File: config.mk
export PLATFORM = sky130hd
export DESIGN_NAME = tfn_sqrt
export DESIGN_NICKNAME = d
export VERILOG_FILES = /design/src/hw/rtl/tfn_pkg.sv /design/src/hw/rtl/tfn_sqrt.sv
export SDC_FILE = /design/constraint.sdc
export NUM_CORES = 1
export LEC_CHECK = 0
export BUFFER_PORTS_ARGS = -buffer_cell sky130_fd_sc_hd__buf_2
export CAP_MARGIN = 20
export CORE_UTILIZATION = 65
export DETAILED_ROUTE_END_ITERATION = 8
export PLACE_DENSITY = 0.85
export SLEW_MARGIN = 30
export SYNTH_ARGS = -nofsm -noshare
export SYNTH_HDL_FRONTEND = slang
export SYNTH_SLANG_ARGS = --single-unit
File: constraint.sdc
create_clock -name clock -period 4.65 [get_ports clock]
set_clock_uncertainty 0.15 [all_clocks]
set_input_delay 0.2325 -clock clock [delete_from_list [all_inputs] [get_ports clock]]
set_output_delay 0.2325 -clock clock [all_outputs]
set_load 0.005 [all_outputs]
File: src/hw/rtl/tfn_pkg.sv
// tfn_pkg: widths, defaults and shared types of the triangle face normal core
// no dependencies; imported by every other file of the block
`timescale 1ns / 1ps
`default_nettype none

package tfn_pkg;

   localparam int DEF_INDEX_WIDTH = 16;
   localparam int DEF_COORD_WIDTH = 20;

   // coordinates wider than this have their edges pre-shifted down
   localparam int MAX_EDGE_BITS = 30;
   // cross product magnitudes are scaled to below 2^UNIT_W
   localparam int UNIT_W = 30;
   localparam int SQ_W   = 2 * UNIT_W;
   localparam int SUM_W  = SQ_W + 2;
   // u^2 * 2^30 / S never exceeds 2^30
   localparam int QUO_W  = UNIT_W + 1;
   localparam int ROOT_W = (QUO_W + 1) / 2;
   localparam int NORM_W = 16;

   typedef struct packed {
      logic [2:0] neg;
      logic       degen;
   } tfn_flags_type;

   function automatic int edge_width(int cw);
      return (cw > MAX_EDGE_BITS) ? MAX_EDGE_BITS + 1 : cw + 1;
   endfunction

   function automatic int cross_width(int cw);
      return 2 * edge_width(cw) + 1;
   endfunction

endpackage

`default_nettype wire

File: src/hw/rtl/tfn_sqrt.sv
// tfn_sqrt: integer square root, one root bit per stage by remainder update
// depends on tfn_pkg
`timescale 1ns / 1ps
`default_nettype none

module tfn_sqrt
   import tfn_pkg::*;
(
   input  logic              clock,
   input  logic              en,
   input  logic [QUO_W-1:0]  rad,
   output logic [ROOT_W-1:0] root
);

   localparam int TRIAL_W = 2 * ROOT_W + 1;

   logic [QUO_W-1:0]  rem_ff [ROOT_W];
   logic [ROOT_W-1:0] root_ff [ROOT_W];

   for (genvar j = 0; j < ROOT_W; j++) begin : g_stage
      localparam int B = ROOT_W - 1 - j;
      logic [QUO_W-1:0]   rem_prev;
      logic [ROOT_W-1:0]  root_prev;
      logic [TRIAL_W-1:0] trial;
      logic               ge;

      if (j == 0) begin : g_first
         assign rem_prev  = rad;
         assign root_prev = '0;
      end else begin : g_next
         assign rem_prev  = rem_ff[j-1];
         assign root_prev = root_ff[j-1];
      end

      // (r + 2^b)^2 - r^2 = r * 2^(b+1) + 2^(2b)
      always_comb begin
         trial = (TRIAL_W'(root_prev) << (B + 1)) + (TRIAL_W'(1) << (2 * B));
         ge    = TRIAL_W'(rem_prev) >= trial;
      end

      always_ff @(posedge clock) begin
         if (en) begin
            rem_ff[j]  <= ge ? QUO_W'(TRIAL_W'(rem_prev) - trial) : rem_prev;
            root_ff[j] <= ge ? (root_prev | (ROOT_W'(1) << B)) : root_prev;
         end
      end
   end

   assign root = root_ff[ROOT_W-1];

endmodule

`default_nettype wire
Word-level counts from Yosys, hierarchy flattened
Memories as Yosys holds them, arrays and structs flattened.
Cells that the tools add are included.
{ "op_classes": {"n_addsub": 31, "order_cmp": 16, "mux": 34} }
{ "op_table": {"columns": ["op", "n"], "rows": [
  ["two-way mux 31 bit", 16],
  ["subtractor 31 bit", 2],
  ["adder 31 x 29 -> 32 bit, second input constant", 1],
  ["greater-or-equal comparator 31 x 32 -> 1 bit", 1],
  ["adder 30 x 27 -> 31 bit, second input constant", 1],
  ["greater-or-equal comparator 31 x 18 -> 1 bit", 1],
  ["greater-or-equal comparator 31 x 19 -> 1 bit", 1],
  ["greater-or-equal comparator 31 x 20 -> 1 bit", 1],
  ["greater-or-equal comparator 31 x 21 -> 1 bit", 1],
  ["greater-or-equal comparator 31 x 22 -> 1 bit", 1],
  ["greater-or-equal comparator 31 x 23 -> 1 bit", 1],
  ["greater-or-equal comparator 31 x 24 -> 1 bit", 1],
  ["greater-or-equal comparator 31 x 25 -> 1 bit", 1],
  ["greater-or-equal comparator 31 x 26 -> 1 bit", 1],
  ["greater-or-equal comparator 31 x 27 -> 1 bit", 1],
  ["greater-or-equal comparator 31 x 28 -> 1 bit", 1],
  ["greater-or-equal comparator 31 x 29 -> 1 bit", 1],
  ["greater-or-equal comparator 31 x 30 -> 1 bit", 1],
  ["greater-or-equal comparator 31 bit", 1],
  ["greater-or-equal comparator 31 bit, second input constant", 1],
  ["subtractor 31 x 18 -> 31 bit", 1],
  ["subtractor 31 x 19 -> 31 bit", 1],
  ["subtractor 31 x 20 -> 31 bit", 1],
  ["subtractor 31 x 21 -> 31 bit", 1],
  ["other kinds (39)", 41]
]} }
{ "word_totals": {"ff_bits": 0, "ramBits": 752, "input_bits": 33, "elab_cells": 83, "memories": 2} }
{ "mem_list": {"columns": ["name", "words", "width", "rd", "rd_ports_with_merged_regs", "wr", "line_no", "rtl"], "rows": [
  ["rem_ff", 16, 31, 15, 0, 16, "tfn_sqrt.sv:17", "logic [QUO_W-1:0] rem_ff [ROOT_W];"],
  ["root_ff", 16, 16, 16, 0, 16, "tfn_sqrt.sv:18", "logic [ROOT_W-1:0] root_ff [ROOT_W];"]
]} }

Depth between registers and ports, before layout
An unclocked memory read counts as a cell.
{ "logic_depth": {"ltp_word": 4, "ltp_mapped": 12, "ltp_nobuf": 10} }

Least setup slack after synthesis
OpenSTA, ideal clock, no wires.
{ "synth_timing": {"path_type": "register -> register", "start": "memory rem_ff[1][161] (netlist bit)", "end": "memory rem_ff[1][211] (netlist bit) (data pin)", "setup_ns": 0.258, "arrival_ns": 2.741, "setup_slack_ns": 1.502, "stages_incl_launch_ff": 9, "cell_sequence": "edfxtp_1 > ha_1 > a21oi_1 > o31ai_1 > a2111oi_1 > nor3_1 > a221o_1 > or4b_1 > xnor2_1"} }
{ "synth_lines": {"columns": ["element", "line_no"], "rows": [
  ["start: declaration", "tfn_sqrt.sv:17"]
]} }

==> flow_summary.json <==
{
  "outcome": "finished, final reports clean",
  "whs_path_depth": 2,
  "period_minus_slack_ns": 3.91,
  "maxCapViolations": 0,
  "cp_num_buf_inv": 0,
  "globalRouteOverflowTotal": 0,
  "post-route-period-util_pct": 84.0,
  "worst_skew_pair.late_latency_ns": 0.63,
  "dpl_worst_slack_ns": 0.866,
  "cpMaxStageDelayCell": "nand3_1",
  "dpl.hpwl_um": 40800,
  "worst_slew_margin_relative_to_its_limit_pct": 30.7,
  "netlist.area_leader.share_pct": 64.1,
  "globalRouteTotalUtil_pct": 27.4,
  "fp.dieArea_sq_um": 44100,
  "compound_gate_fraction_of_synth_area_pct": 8.89,
  "buffer_cell_driving_the_clock_tree_root": "clkbuf_16",
  "worst-setup-path-type": "register to register",
  "level_count_of_the_clock_h_tree": 2,
  "worstHoldPathType": "input port to register",
  "synthesis.instances": 2162,
  "detail-route-antenna-nets": 0,
  "critical_path.cell_chain": "ha_1, or3_1, nor4_1, nand2b_1, a311oi_1, nand3_1, nor3b_1, xor2_1",
  "fraction_of_layout_cells_with_a_size_suffix_above_1_pct": 8.35,
  "drv_slew": 0,
  "syn_avg_cell_area_sq_um": 13.0,
  "pwr_total_mw": 14.4,
  "initial_core_utilization_pct": 66.5,
  "layout_setup_ws_ns": 0.744,
  "finalNetCount": 2469,
  "finalWeightedCongestion": 0.914,
  "netlist-cell-type-count": 79,
  "number_of_antenna_violations_at_the_first_check_in_global_routing": 0,
  "detail_route.first_pass.iterations": 5,
  "timing.fmax_mhz": 256,
  "dominantRegCellSynth": "edfxtp_1",
  "setup_tns_ns": 0,
  "power-per-cell-area_nw_per_um2": 459,
  "cts_num_sinks": 601,
  "cp.depth": 8,
  "worst_hold_slack_ns": 0.144,
  "synth_simple_gate_area_share_pct": 11.1,
  "worstPathMaxFanout": 23,
  "crit_family": "simple AND/OR/NAND/NOR gates",
  "synthesis.nets": 2344,
  "detail_route.iter0.violations": 1517,
  "rsz0062_at_grt": "false",
  "route.detailed.wl_per_inst_um": 20.3,
  "yosys_warnings": 0,
  "report.final.setup_viol": 0,
  "tightest_pin_transition_ns": 1.03,
  "ir_drop_v": 0.000471,
  "floorplan.die.width_um": 210,
  "setup.worst_path.start_class": "register",
  "reg2reg_depth": 8,
  "synth.largest_area_cell": "edfxtp_1",
  "num_vias": 17600,
  "dominant_combinational_cell_family_by_area_after_synthesis": "simple AND/OR/NAND/NOR gates",
  "cts.repair.resized": 0,
  "timing.critical_path.slowest_cell_delay_ns": 0.80,
  "placementRows": 75,
  "synthTopCellsByCount": "601 x edfxtp_1, 186 x inv_1, 148 x ha_1, 148 x nand2_1, 127 x nor2_1",
  "critical_path_arrival_ns": 4.13,
  "synthXorXnorAreaFrac_pct": 5.29,
  "boundaryPins": 49,
  "power.leakage_nw": 11.9,
  "synth_area_sq_um": 28100,
  "synth_sequential_area_ratio_pct": 64.1,
  "post-route-drc-count": 0,
  "grt_max_degree": 124,
  "drt-total-wl_um": 59100,
  "area_delta_synth_final_pct": 11.4,
  "die_h_um": 210,
  "port_buffers": 48,
  "synth_enable_flop_cells": 601,
  "cp-end-kind": "register",
  "cts_inserted_buffers": 59,
  "worstPathRequired_ns": 4.87,
  "cts_tree": "built",
  "cts_setup_buffers": 0,
  "clock_path_buffers": 3,
  "post_synth_adder_cell_area_pct": 6.65,
  "synthTopCellsByArea": "edfxtp_1 64%, ha_1 6.6%, xnor2_1 2.9%",
  "coreArea_sq_um": 42300,
  "final_core_util_pct": 74.1,
  "synth.mux.area_fraction_pct": 0.947,
  "synth_async_sr_flop_share_pct": 0,
  "vias_per_cell": 6.05,
  "worst_setup_hold_path_clk_slew_ns": 0.07,
  "post-synth-top-count-cell": "edfxtp_1",
  "grt_pass1_wl_um": 93600,
  "grt_pass1_vias": 18100,
  "flip_flop_and_latch_count_after_synthesis": 601,
  "hold_viol": 0
}
==> power by group <==
part,internal (mW),switching (mW),total (mW)
sequential,6.85,0.493,7.34
combinational,1.10,1.45,2.54
clock,2.46,2.05,4.50
==> cell usage in the layout, fill, tap and decap left out, types with 32 or more instances in the layout <==
cell type and instances:
a21oi_1 101, buf_2 47, clkbuf_16 59, dlygate4sd3_1 32, edfxtp_1 601, ha_1 148
inv_1 186, nand2_1 148, nor2_1 127, nor3_1 59, nor4_1 65, o21a_1 36
o21ai_0 120, xnor2_1 94, xor2_1 76
==> timing repair <==
action,in CTS,in global routing
endpoints found under the hold margin,31,31
hold buffers,31,1
endpoints found under the setup margin,0,0
==> cell families after synthesis <==
| family | after synthesis |
|---|---|
| xor gates and xnor gates | 170 |
| buffers and inverters | 221 |
| adders and majority gates | 149 |
| DFF | 601 |
| muxes | 24 |
| AOI/OAI and AO/OA | 396 |
| and+or+nand+nor | 600 |
| other | 1 |
==> through the flow <==
stage                     instance area [sq um]  cells
after floorplan                           28100   2162
after global placement                    29200   2770
after detailed placement                  29200   2770
after CTS                                 31300   2909
after global routing                      31300   2911
final                                     31300   2912
==> path summary, 6_finish.rpt <==
kind              slack, ns                        to                      from
setup / recovery       0.74   rem_ff[1][30]$_DFFE_PP_  rem_ff[0][240]$_DFFE_PP_
hold / removal         0.14   rem_ff[0][18]$_DFFE_PP_                   rad[18]
setup reg to reg       0.74   rem_ff[1][30]$_DFFE_PP_  rem_ff[0][240]$_DFFE_PP_
hold reg to reg        0.29  rem_ff[0][160]$_DFFE_PP_  rem_ff[0][129]$_DFFE_PP_
==> state kept, by name, summed over array words and instances (netlist names) <==
name     flops
root_ff    136
rem_ff     465
==> routing by layer <==
| metal | part of all wire [%] | GRT usage [%] | vias up |
|---|---|---|---|
| li1 | - | - | 8304 |
| met3 | 4.1 | 3.96 | 192 |
| met2 | 56 | 53.5 | 602 |
| met5 | 0 | 0 | - |
| met1 | 35 | 27.9 | 8515 |
| met4 | 5.1 | 14.6 | 0 |
==> final cells by class <==
cell class                      instances  area (sq um)
Antenna cell                            1          2.50
Fill cell                            2566         11000
Timing Repair Buffer                   96           773
Sequential cell                       601         18000
Clock buffer                           70          1520
Inverter                              189           709
Tap cell                              577           722
Clock inverter                         38           308
Multi-Input combinational cell       1340          9270
(Power assumes the default switching activity.)
